<file path="config.mk">
export PLATFORM = sky130hd
export DESIGN_NAME = sri_ram
export DESIGN_NICKNAME = d
export VERILOG_FILES = /design/src/hw/rtl/sri_ram.sv
export SDC_FILE = /design/constraint.sdc
export NUM_CORES = 1
export LEC_CHECK = 0
export BUFFER_PORTS_ARGS = -buffer_cell sky130_fd_sc_hd__buf_2
export CAP_MARGIN = 0
export CELL_PAD_IN_SITES_DETAIL_PLACEMENT = 0
export CELL_PAD_IN_SITES_GLOBAL_PLACEMENT = 1
export CORE_AREA = 2 2 226 228
export CTS_CLUSTER_DIAMETER = 120
export DETAILED_ROUTE_END_ITERATION = 10
export DIE_AREA = 0 0 228 230
export GPL_TIMING_DRIVEN = 0
export PLACE_DENSITY_LB_ADDON = 0.08
export SYNTH_ARGS = -nofsm -noshare
export SYNTH_HDL_FRONTEND = slang
export SYNTH_SLANG_ARGS = --single-unit
export TNS_END_PERCENT = 50
</file>
<file path="constraint.sdc">
create_clock -name clk_i -period 3.3 [get_ports clk_i]
set_input_delay 0.165 -clock clk_i [delete_from_list [all_inputs] [get_ports clk_i]]
set_output_delay 0.165 -clock clk_i [all_outputs]
set_load 0.03 [all_outputs]
</file>
<file path="src/hw/rtl/sri_ram.sv">
`timescale 1ns / 1ps

module sri_ram #(
  parameter int unsigned Width = 32,
  parameter int unsigned Depth = 16
) (
  input  logic                     clk_i,
  input  logic                     we_i,
  input  logic [$clog2(Depth)-1:0] waddr_i,
  input  logic [Width-1:0]         wdata_i,
  input  logic [$clog2(Depth)-1:0] raddr_i,
  output logic [Width-1:0]         rdata_o
);

  logic [Width-1:0] mem_q [Depth];

  // one write port, one registered read port
  always_ff @(posedge clk_i) begin
    if (we_i) begin
      mem_q[waddr_i] <= wdata_i;
    end
    rdata_o <= mem_q[raddr_i];
  end

endmodule

</file>
== Word-level counts from Yosys, hierarchy flattened ==
Memories as Yosys holds them, arrays and structs flattened. A register that Yosys moved wholly into a read port is not among the register bits.
Index checks and enable logic that the tools add are counted.
W data, S select, Z words.

* Bits in writable memories: 512
* Flip-flop bits (word level): 0
* Memories kept: 1
* Word-level logic and storage cells: 3
* Input port bits: 42

{| class="wikitable"
|+ Memories
! name !! words !! width !! rd ports !! clocked after Yosys merged registers in !! wr ports !! line !! RTL
|-
| mem_q || 16 || 32 || 1 || 1 || 1 || 15 || <nowiki>logic [Width-1:0] mem_q [Depth];</nowiki>
|}

* Multiplexer cells: 2

{| class="wikitable"
|+ Operators by type and width
! cell !! count
|-
| $mux W1 || 2
|}

== Longest topological paths before layout ==
* Word-level depth: 2
* Depth in mapped cells: 5
* Depth with buffers taken out: 3

== Worst setup path after synthesis ==
OpenSTA, ideal clock, no wires.

* Path kind: input-to-reg
* Start: input waddr_i[2]
* End: memory mem_q[0][0], enable pin
* Slack: -0.045 ns
* Cell stages on the path: 2
* Library setup time: 0.461 ns
* Arrival time: 2.883 ns
* Cells stage by stage: or3b_2 nor3_1

{| class="wikitable"
|+ RTL lines
! element !! line !! RTL
|-
| start, declared || 9 || <nowiki>input logic [$clog2(Depth)-1:0] waddr_i,</nowiki>
|-
| end, declared || 15 ||
|}

Straight into the memory's write port.

== Final worst setup path ==
* Start: input waddr_i[2]
* End: memory mem_q[0][13], enable pin

Straight into the memory's write port.

==> summary.md <==
| Metric | Value |
|---|---|
| Worst Path Class, Setup | `in2reg` |
| Cell count after synthesis | `838` |
| Final Slew Violations | `0` |
| Wire length of the first global-routing pass | `67100 µm` |
| Reg-to-reg critical path endpoint | `rdata_o[16]$_DFF_P_` |
| Vias per cell | `5.22` |
| Worst-case headroom to the max-slew limit | `0.309` |
| Worst Path Required | `3.60 ns` |
| Total setup violations reported at the end of the flow | `0` |
| Leakage | `7.68 nW` |
| Flip-flop and latch count after synthesis | `544` |
| Number of hold violations in the final report | `0` |
| Root buf cell | `sky130_fd_sc_hd__clkbuf_16` |
| Number of buffers created by CTS | `57` |
| Post-CTS Setup Repair Bufs | `0` |
| Worst hold path startpoint | `waddr_i[1]` |
| Initial core utilization | `0.398` |
| Arrival time worst endpoint | `2.03 ns` |
| Worst setup path end | `mem_q[0][13]$_DFFE_PP_` |
| Overall die height | `230 µm` |
| Synth Area per Inst | `23.7 µm²` |
| Hold/Removal Path Class | `in2reg` |
| Launching instance or port of the critical path | `waddr_i[2]` |
| Max cap viols | `0` |
| Iteration-0 DRC Markers | `648` |
| Remaining design rule violation count | `0` |
| Worst Clk Skew | `0.0182 ns` |
| Sequential cell area | `0.0160 mm²` |
| Fin area | `0.0238 mm²` |
| Total die area | `0.0524 mm²` |
| Endpoint class of the critical path | `flip-flop` |
| Crit path time final | `1.72 ns` |
| Total power consumption of the routed design | `15.0 mW` |
| Placeable core area | `0.0499 mm²` |
| Pin count of the biggest net entering global routing | `22` |
| Transition at the pin with the smallest max-transition slack | `1.04 ns` |
| Max Clock Freq | `0.580 GHz` |
| Filler cell count in the final layout | `4199` |
| Total gr overflow | `0` |
| Result of the run | `completed` |
| Clock Tree Buf Depth | `3` |
| Number of nets with antenna violations after routing | `0` |
| Clock tree from TritonCTS | `yes` |
| RSZ-0062 raised after global routing | `false` |
| Power per cell area | `630 mW/mm²` |
| Area of the multi-input gates | `0.00373 mm²` |
| Utilization of the core after routing | `0.478` |
| Share of the cycle needed by the critical path after routing | `0.523` |
| Number of antenna violations at the first check in global routing | `0` |
| Drt wl/cell | `26.2 µm` |
| Ratio of cells with drive above 1 in the final layout | `0.325` |
| Antenna cells | `0` |
| Clock-pin slew on the worst setup and hold paths | `0.06 ns` |
| Horizontal die dimension | `228 µm` |
| Worst-path fanout max | `13` |
| Unique masters post-synth | `18` |
| Critical Path Start Type | `input pin` |
| Count of buffers inserted at the top-level ports | `71` |
| Final worst-path setup slack | `1.58 ns` |
| GRT Overall Usage | `0.179` |
| Total wirelength of the detailed-routed design | `45800 µm` |
| Worst reg2reg path startpoint | `mem_q[11][16]$_DFFE_PP_` |
| Number of buffers inserted by hold repair at cts | `32` |
| Mapped Nets | `880` |
| Sequential cell area fraction in the yosys report | `0.807` |
| Most common cell after layout, fill and taps aside | `sky130_fd_sc_hd__edfxtp_1` |
| HPWL after detailed placement | `27600 µm` |
| Resized Gates After CTS | `0` |
| Worst skew pair latency | `0.61 ns` |
| Via count | `9120` |
| CTS H-tree lvls | `2` |
| Area of the mapped netlist | `0.0199 mm²` |
| Gp weighted congestion | `0.684` |
| TritonRoute pass-1 iters | `5` |
| Number of placement rows | `82` |
| Setup Slack @ Placement | `0.916 ns` |
| Maximum resistive drop on vdd | `344 µV` |
| Most frequent cells in the layout | `sky130_fd_sc_hd__edfxtp_1, sky130_fd_sc_hd__mux4_2, sky130_fd_sc_hd__buf_2` |
| Yosys warnings | `0` |
| Boundary pin count | `74` |
| Worst Reg2Reg Path Length in Cells | `3` |
| Area post-placement | `0.0216 mm²` |
| Total Negative Setup Slacks | `0 ns` |
| Layout overhead on the synthesized area | `20.1%` |
| CTS sink cnt | `544` |
| Setup slack of the worst register-to-register path | `1.88 ns` |
| Vias in the first global route | `9682` |
| Fin nets | `1069` |
[cells in the mapped netlist (all sizes together)]
library cell  number  share of area
nand3b             2        0.00076
buf               26         0.0080
nand3              1        0.00025
nor2              13         0.0025
nand2             33         0.0062
nor3               4         0.0010
clkbuf            17         0.0032
a22oi             64          0.024
edfxtp           512           0.77
or3b               1        0.00044
nor2b              2        0.00063
mux4             128           0.15
dfxtp             32          0.032
and2               1        0.00032
nand2b             2        0.00063
[cells by family (layout without fill, tap and decap cells)]
| group | after synthesis | after routing | synth area share |
|---|---|---|---|
| compound gates | 64 | 64 | 0.0242 |
| buf+inv | 43 | 281 | 0.0112 |
| flops | 544 | 544 | 0.807 |
| mux | 128 | 128 | 0.145 |
| simple gates | 59 | 59 | 0.0127 |
[critical path, cell delays in order]
cell	delay, ns
sky130_fd_sc_hd__buf_2	0.12
sky130_fd_sc_hd__or3b_2	0.60
sky130_fd_sc_hd__nor3_4	0.68
sky130_fd_sc_hd__buf_16	0.24
sky130_fd_sc_hd__buf_8	0.19
[final cells by class]
type                       count  area share
timing repair buffer         130      0.0473
tap                          672      0.0353
multi-input combinational    251       0.157
sequential                   544       0.672
clock buffer                  77      0.0673
clock inverter                31      0.0124
buffer                        43     0.00934
[worst min-delay path by stage]
| stage | endpoint | cells past startpoint |
|---|---|---|
| global route | mem_q[4][30]$_DFFE_PP_ | 2 |
| CTS | mem_q[4][30]$_DFFE_PP_ | 2 |
| floorplan | mem_q[0][0]$_DFFE_PP_ | 0 |
| detailed placement | mem_q[12][30]$_DFFE_PP_ | 1 |
| global placement | mem_q[6][21]$_DFFE_PP_ | 1 |
| finish | mem_q[4][30]$_DFFE_PP_ | 2 |
[per-stage QoR]
stage / std cells / hold WS (ns)
finish: 1748 / 0.0765
CTS: 1748 / 0.0389
global placement: 1581 / 0.549
floorplan: 838 / 0.264
global route: 1748 / 0.0598
detailed placement: 1608 / 0.559
[registers in the layout, summed over array words and instances (netlist names)]
register  flops
mem_q       512
rdata_o      32
[where the power goes]
| group | internal (mW) | switching [mW] | total, mW |
|---|---|---|---|
| Clock | 3.80 | 2.63 | 6.43 |
| Combinational | 0.319 | 0.517 | 0.836 |
| Sequential | 7.72 | 0.0358 | 7.76 |
| Total | 11.8 | 3.18 | 15.0 |
[metal layers]
layer / wire (µm) / track usage / share of wire / up-vias
li1: - / - / - / 3962
met2: 22400 / 0.294 / 0.49 / 186
met3: 1750 / 0.0268 / 0.038 / 66
met5: 0 / 0 / 0 / -
met1: 20600 / 0.248 / 0.45 / 4906
met4: 1010 / 0.0564 / 0.022 / 0
Power figures use the tool's default switching activity.
