File: config.mk
export PLATFORM = sky130hd
export DESIGN_NAME = sri_exec
export DESIGN_NICKNAME = d
export VERILOG_FILES = /design/src/hw/rtl/sri_pkg.sv /design/src/hw/rtl/sri_exec.sv
export SDC_FILE = /design/constraint.sdc
export NUM_CORES = 2
export LEC_CHECK = 0
export ABC_CLOCK_PERIOD_IN_PS = 10400
export BUFFER_PORTS_ARGS = -buffer_cell sky130_fd_sc_hd__buf_2
export CORE_MARGIN = 10
export CORE_UTILIZATION = 44
export DETAILED_ROUTE_END_ITERATION = 8
export PLACE_DENSITY = 0.69
export SYNTH_ARGS = -nofsm -noshare
export SYNTH_HDL_FRONTEND = slang
export SYNTH_SLANG_ARGS = --single-unit
File: constraint.sdc
create_clock -name vclk -period 10.4
set_input_delay 1.04 -clock vclk [all_inputs]
set_output_delay 1.04 -clock vclk [all_outputs]
set_load 0.02 [all_outputs]
File: src/hw/rtl/sri_pkg.sv
`timescale 1ns / 1ps

package sri_pkg;

  // data memory geometry
  localparam int unsigned DATA_WORDS = 4096;
  localparam int unsigned DM_AW      = $clog2(DATA_WORDS);

  // register file geometry
  localparam int unsigned REG_COUNT  = 16;
  localparam int unsigned RF_AW      = $clog2(REG_COUNT);

  // port widths fixed by the instruction format
  localparam int unsigned MA_W       = 12;

  // program counter constants
  localparam logic [15:0] PC_RESET   = 16'd4000;
  localparam logic [15:0] PC_STEP    = 16'd4;

  // opcodes
  typedef enum logic [3:0] {
    CMD_MOVC  = 4'd0,
    CMD_ADD   = 4'd1,
    CMD_SUB   = 4'd2,
    CMD_MUL   = 4'd3,
    CMD_AND   = 4'd4,
    CMD_OR    = 4'd5,
    CMD_XOR   = 4'd6,
    CMD_LOAD  = 4'd7,
    CMD_STORE = 4'd8,
    CMD_BZ    = 4'd9,
    CMD_BNZ   = 4'd10,
    CMD_JUMP  = 4'd11,
    CMD_HALT  = 4'd12
  } cmd_e;

  // outcome of one instruction, carried from execute to memory stage
  typedef struct packed {
    logic [15:0]      next_pc;
    logic             reg_write;
    logic [RF_AW-1:0] rf_idx;
    logic [31:0]      reg_value;
    logic             is_load;
    logic             mem_write;
    logic [DM_AW-1:0] dm_addr;
    logic [MA_W-1:0]  mem_addr;
    logic [31:0]      mem_value;
    logic             halted;
  } res_t;

endpackage

File: src/hw/rtl/sri_exec.sv
`timescale 1ns / 1ps

module sri_exec (
  input  logic [3:0]                cmd_i,
  input  logic [sri_pkg::RF_AW-1:0] dest_i,
  input  logic [31:0]               opa_i,
  input  logic [31:0]               opb_i,
  input  logic signed [15:0]        imm_i,
  input  logic [15:0]               pc_i,
  input  logic                      zf_i,
  input  logic                      halt_i,
  output sri_pkg::res_t             res_o,
  output logic                      zf_o
);
  import sri_pkg::*;

  logic [31:0] imm32;
  logic [15:0] imm16;
  logic [31:0] add_res;
  logic [31:0] sub_res;
  logic [31:0] mul_res;
  logic [31:0] ld_sum;
  logic [31:0] st_sum;
  logic [31:0] jmp_sum;

  // operand arithmetic
  assign imm16   = imm_i;
  assign imm32   = {{16{imm_i[15]}}, imm16};
  assign add_res = opa_i + opb_i;
  assign sub_res = opa_i - opb_i;
  assign mul_res = opa_i * opb_i;
  assign ld_sum  = opa_i + imm32;
  assign st_sum  = opb_i + imm32;
  assign jmp_sum = opa_i + imm32;

  // decode and select
  always_comb begin
    res_o = '0;
    zf_o  = zf_i;
    if (halt_i) begin
      res_o.next_pc = pc_i;
      res_o.halted  = 1'b1;
    end else begin
      res_o.next_pc = pc_i + PC_STEP;
      unique case (cmd_e'(cmd_i))
        CMD_MOVC: begin
          res_o.reg_write = 1'b1;
          res_o.reg_value = imm32;
        end
        CMD_ADD: begin
          res_o.reg_write = 1'b1;
          res_o.reg_value = add_res;
          zf_o            = (add_res == '0);
        end
        CMD_SUB: begin
          res_o.reg_write = 1'b1;
          res_o.reg_value = sub_res;
          zf_o            = (sub_res == '0);
        end
        CMD_MUL: begin
          res_o.reg_write = 1'b1;
          res_o.reg_value = mul_res;
          zf_o            = (mul_res == '0);
        end
        CMD_AND: begin
          res_o.reg_write = 1'b1;
          res_o.reg_value = opa_i & opb_i;
        end
        CMD_OR: begin
          res_o.reg_write = 1'b1;
          res_o.reg_value = opa_i | opb_i;
        end
        CMD_XOR: begin
          res_o.reg_write = 1'b1;
          res_o.reg_value = opa_i ^ opb_i;
        end
        CMD_LOAD: begin
          res_o.reg_write = 1'b1;
          res_o.is_load   = 1'b1;
          res_o.dm_addr   = ld_sum[DM_AW-1:0];
          res_o.mem_addr  = MA_W'(ld_sum[DM_AW-1:0]);
        end
        CMD_STORE: begin
          res_o.mem_write = 1'b1;
          res_o.mem_value = opa_i;
          res_o.dm_addr   = st_sum[DM_AW-1:0];
          res_o.mem_addr  = MA_W'(st_sum[DM_AW-1:0]);
        end
        CMD_BZ: begin
          if (zf_i) begin
            res_o.next_pc = pc_i + imm16;
          end
        end
        CMD_BNZ: begin
          if (!zf_i) begin
            res_o.next_pc = pc_i + imm16;
          end
        end
        CMD_JUMP: begin
          res_o.next_pc = jmp_sum[15:0];
        end
        CMD_HALT: begin
          res_o.halted  = 1'b1;
          res_o.next_pc = pc_i;
        end
        default: begin
          // unused opcodes fall through to pc+4
        end
      endcase
      if (res_o.reg_write) begin
        res_o.rf_idx = dest_i;
      end
    end
  end

endmodule

Word level (Yosys, flattened, before mapping)
Cells that the tools add are included.

storage, ports and cells
  flip-flop bits (word level) = 0
  output and inout bits = 113
  word-level logic and storage cells = 44

cells by class
  add/sub/neg operators = 6
  multiply operators = 1
  equality and inequality tests = 12
  multiplexer cells = 17
  bitwise operators = 3
  reduce and logical (&&, ||, !) cells = 5

operator list
  operator                                                                number
  32-bit case mux with 7 select lines                                     1
  32-bit zero test                                                        3
  95-bit two-way mux                                                      1
  16-bit case mux with 4 select lines                                     1
  16-bit two-way mux                                                      3
  24-bit case mux with 2 select lines                                     1
  16-bit adder                                                            2
  32-bit adder                                                            1
  32-bit AND                                                              1
  32-bit by 32-bit multiplier with 32-bit output                          1
  32-bit two-way mux                                                      1
  32-bit bitwise OR                                                       1
  32-bit subtractor                                                       1
  32-bit bitwise XOR                                                      1
  4-bit equality test (second input constant)                             5
  16-bit by 3-bit adder with 16-bit output (second input constant)        1
  4-bit by 3-bit equality test with 1-bit output (second input constant)  4
  12-bit adder                                                            1
  4-bit by 2-bit equality test with 1-bit output (second input constant)  2
  8-bit OR reduction                                                      1
  1-bit two-way mux                                                       7
  4-bit by 1-bit equality test with 1-bit output (second input constant)  1
  4-bit zero test                                                         1
  4-bit two-way mux                                                       1
  1-bit case mux with 3 select lines                                      1

Longest topological paths before layout
  word-level depth = 6
  mapped depth = 30
  depth with buffers taken out = 28

Worst setup path after synthesis
OpenSTA, ideal clock, no wires.

  path kind = input-to-output
  start point = input opb_i[4]
  end point = output zf_o
  arrival = 8.811 ns
  required time = 9.360 ns
  setup slack = 0.549 ns
  stages on the path = 27
  path buffers = 2
  cell sequence = clkbuf_1 -> clkinv_1 -> clkbuf_1 -> nor2_1 -> fa_1 -> inv_1 -> fa_1 -> fa_1 -> fa_1 -> inv_1 -> fa_1 -> inv_1 -> fa_1 -> inv_1 -> fa_1 -> fa_1 -> ha_1 -> or3_1 -> o211ai_1 -> o21ai_1 -> a211oi_1 -> xnor2_1 -> or4b_1 -> nor4_1 -> and4b_1 -> or4b_2 -> nand3_1

on the way
  longest elaborated chain between the ends = 4
  elaborated cells between the ends (all ways) = 8

ends and longest elaborated chain
  what                                                                          RTL line                                        text
  start: declaration                                                            sri_exec.sv:7                                   input logic [31:0] opb_i,
  32-bit by 32-bit multiplier with 32-bit output, or another cell as far along  sri_exec.sv:31                                  assign mul_res = opa_i * opb_i;
  32-bit zero test (on tied branches)                                           sri_exec.sv:63, sri_exec.sv:53, sri_exec.sv:58
  1-bit case mux with 3 select lines *                                          sri_exec.sv:45                                  unique case (cmd_e'(cmd_i))
  1-bit two-way mux *                                                           sri_exec.sv:40                                  if (halt_i) begin
  end: declaration                                                              sri_exec.sv:13                                  output logic zf_o

Mark *: on every way between the ends. The rest lies on a longest branch, timed or not.

Worst setup path in the final report
  start point = input opb_i[9]
  end point = output zf_o

The elaborated chain is that of the path after synthesis.

==> results.toml <==
[status]
status = "completed"

[place]
gp_congestion = 1.05
dpl.hpwl_um = 85200
port-buffer-count = 219

[layout]
syn_to_final_growth_pct = 13.7
regArea_um2 = 0
nClkBuffers = 0
nets = 4164
seq_cell_count = 0
drive_gt1_frac = 0.147
post-route-util = 0.509

[timing]
worst-slew-pin-transition_ps = 1140
finalCriticalPeriod_ps = 10300
finalMaxSlewViolations = 0
finalSetupViolCount = 0
hold_viol = 0
max_freq_mhz = 97.1
slew_headroom = 0.238
post-route-period-util = 0.990

[detailed_routing]
vias_per_cell = 5.92
drcViolationCount = 0
finalWirelength_um = 102000
drt_first_pass_iters = 7
detail-route-antenna-nets = 0
wl_per_cell_um = 25.0
drt-initial-drc-count = 3001
route.vias.total = 24100

[logic_synthesis]
synthCells = 3099
synth_nets = 3878
yosysSeqAreaShare = 0
avgSynthCellArea_um2 = 7.65
synth.distinct_cells = 80
syn-cell-area_um2 = 23700
yosys_warnings = 0

[critical_path]
start_kind = "input port"
end_kind = "primary output"
arrival_ps = 9260
cp_data_required_time_ps = 9360
crit_type = "input port to primary output"
crit_fanout = 14

[global_routing]
grt_pass1_wl_um = 153000
antenna_found_initial = 4
grt_max_degree = 33
grt_pass1_vias = 23900
track_usage = 0.316
grt_overflow_total = 0

[floorplanning]
die_area_um2 = 63500
die_h_um = 252
die_w_um = 252
rows = 84
coreArea_um2 = 53000
initial_core_util = 0.447
io-pin-count = 219

[hold_path]
min_path_type = "input port to primary output"

[run]
drv_cap = 0
## per-stage QoR
step                hold WS [ps]  area (um2)  worst slack (ps)  TNS, ps  instances
floorplan                   2230       23700               549        0       3099
global placement            2400       26700             -21.4    -21.4       4063
detailed placement          2410       26700             -17.7    -17.7       4063
CTS                         2400       26700              3.06        0       4063
global route                2420       26900             -85.6    -85.6       4071
finish                      2400       26900               101        0       4072
## layout make-up
type	count	area [um2]
Antenna cell	1	2.50
Fill cell	5313	26000
Inverter	516	1950
Multi-Input combinational cell	2428	21300
Tap cell	688	861
Timing Repair Buffer	439	2880
## cells in the mapped netlist, types with 27 or more instances
cell type | number | area share
a21o_1 | 36 | 0.011
a21oi_1 | 139 | 0.029
a221oi_1 | 27 | 0.010
clkbuf_1 | 123 | 0.019
fa_1 | 413 | 0.35
ha_1 | 260 | 0.14
inv_1 | 496 | 0.079
nand2_1 | 355 | 0.056
nand3_1 | 36 | 0.0076
nor2_1 | 436 | 0.069
nor3_1 | 55 | 0.012
o21ai_0 | 114 | 0.024
xnor2_1 | 125 | 0.046
xor2_1 | 40 | 0.015
## cells in the final DEF, fill, tap and decap left out, types with 9 or more instances in the layout
cell / instances
clkinv_1: 13
a211oi_1: 19
ha_1: 258
nand4_1: 12
a221o_1: 9
nor2b_1: 21
nor4_1: 18
a21oi_1: 138
o21bai_1: 13
o211ai_1: 19
buf_12: 9
buf_2: 219
xor2_1: 40
o31ai_1: 12
nand2b_1: 13
or3_1: 17
xnor2_1: 124
a21o_1: 36
and3_1: 20
inv_1: 493
nor3_1: 52
o21ai_0: 112
nor2_1: 428
a31oi_1: 18
buf_4: 207
a22oi_1: 20
fa_1: 413
a221oi_1: 27
and2_1: 13
o221ai_1: 11
nand2_1: 354
nand3_1: 35
or4_1: 10
## critical path, stage by stage
cell and delay [ps]:
buf_2 200, buf_4 310, clkinvlp_4 250, nor2_1 190
fa_1 480, fa_1 460, fa_1 500, inv_1 50
fa_1 470, inv_1 40, ha_1 260, ha_1 290
fa_1 530, fa_1 460, ha_1 340, o21ai_0 350
nor2_1 100, nor3_2 190, xnor2_1 120, or4_4 550
or4b_4 520, nor4_4 240, buf_4 160, and4b_1 260
or4b_2 630, nand3_2 120, buf_4 140
## what timing repair did
item,CTS,global route
pin swaps,0,8
buffers inserted,0,7
resized for setup,2,31
setup endpoints to repair,1,1
gates cloned,0,1
hold buffers,0,0
hold endpoints to repair,0,0
## logic make-up (layout without fill, tap and decap cells)
family / after synthesis / count (layout) / synth area share
AOI/OAI and AO/OA: 542 / 542 / 0.151
other: 0 / 1 / 0
muxes: 7 / 7 / 0.00296
xor gates and xnor gates: 165 / 165 / 0.0610
adders and majority gates: 673 / 673 / 0.486
buffers and inverters: 671 / 955 / 0.109
and+or+nand+nor: 1041 / 1041 / 0.190
## worst paths after layout
check,from,to,slack [ps],depth (start not counted)
worst max-delay path,opb_i[9],zf_o,100,27
worst min-delay path,dest_i[1],res_o[92],2400,3
## metal layers
metal / part of all wire / global-route usage / vias to the layer above
met2: 0.42 / 0.474 / 1561
met3: 0.12 / 0.0679 / 269
met5: 0.00035 / 0 / -
li1: - / - / 10600
met4: 0.053 / 0.130 / 6
met1: 0.40 / 0.435 / 11700
Power is left out: the tool's default activity adds up to more than one toggle a clock period on the data nets, which glitch-free logic cannot reach.
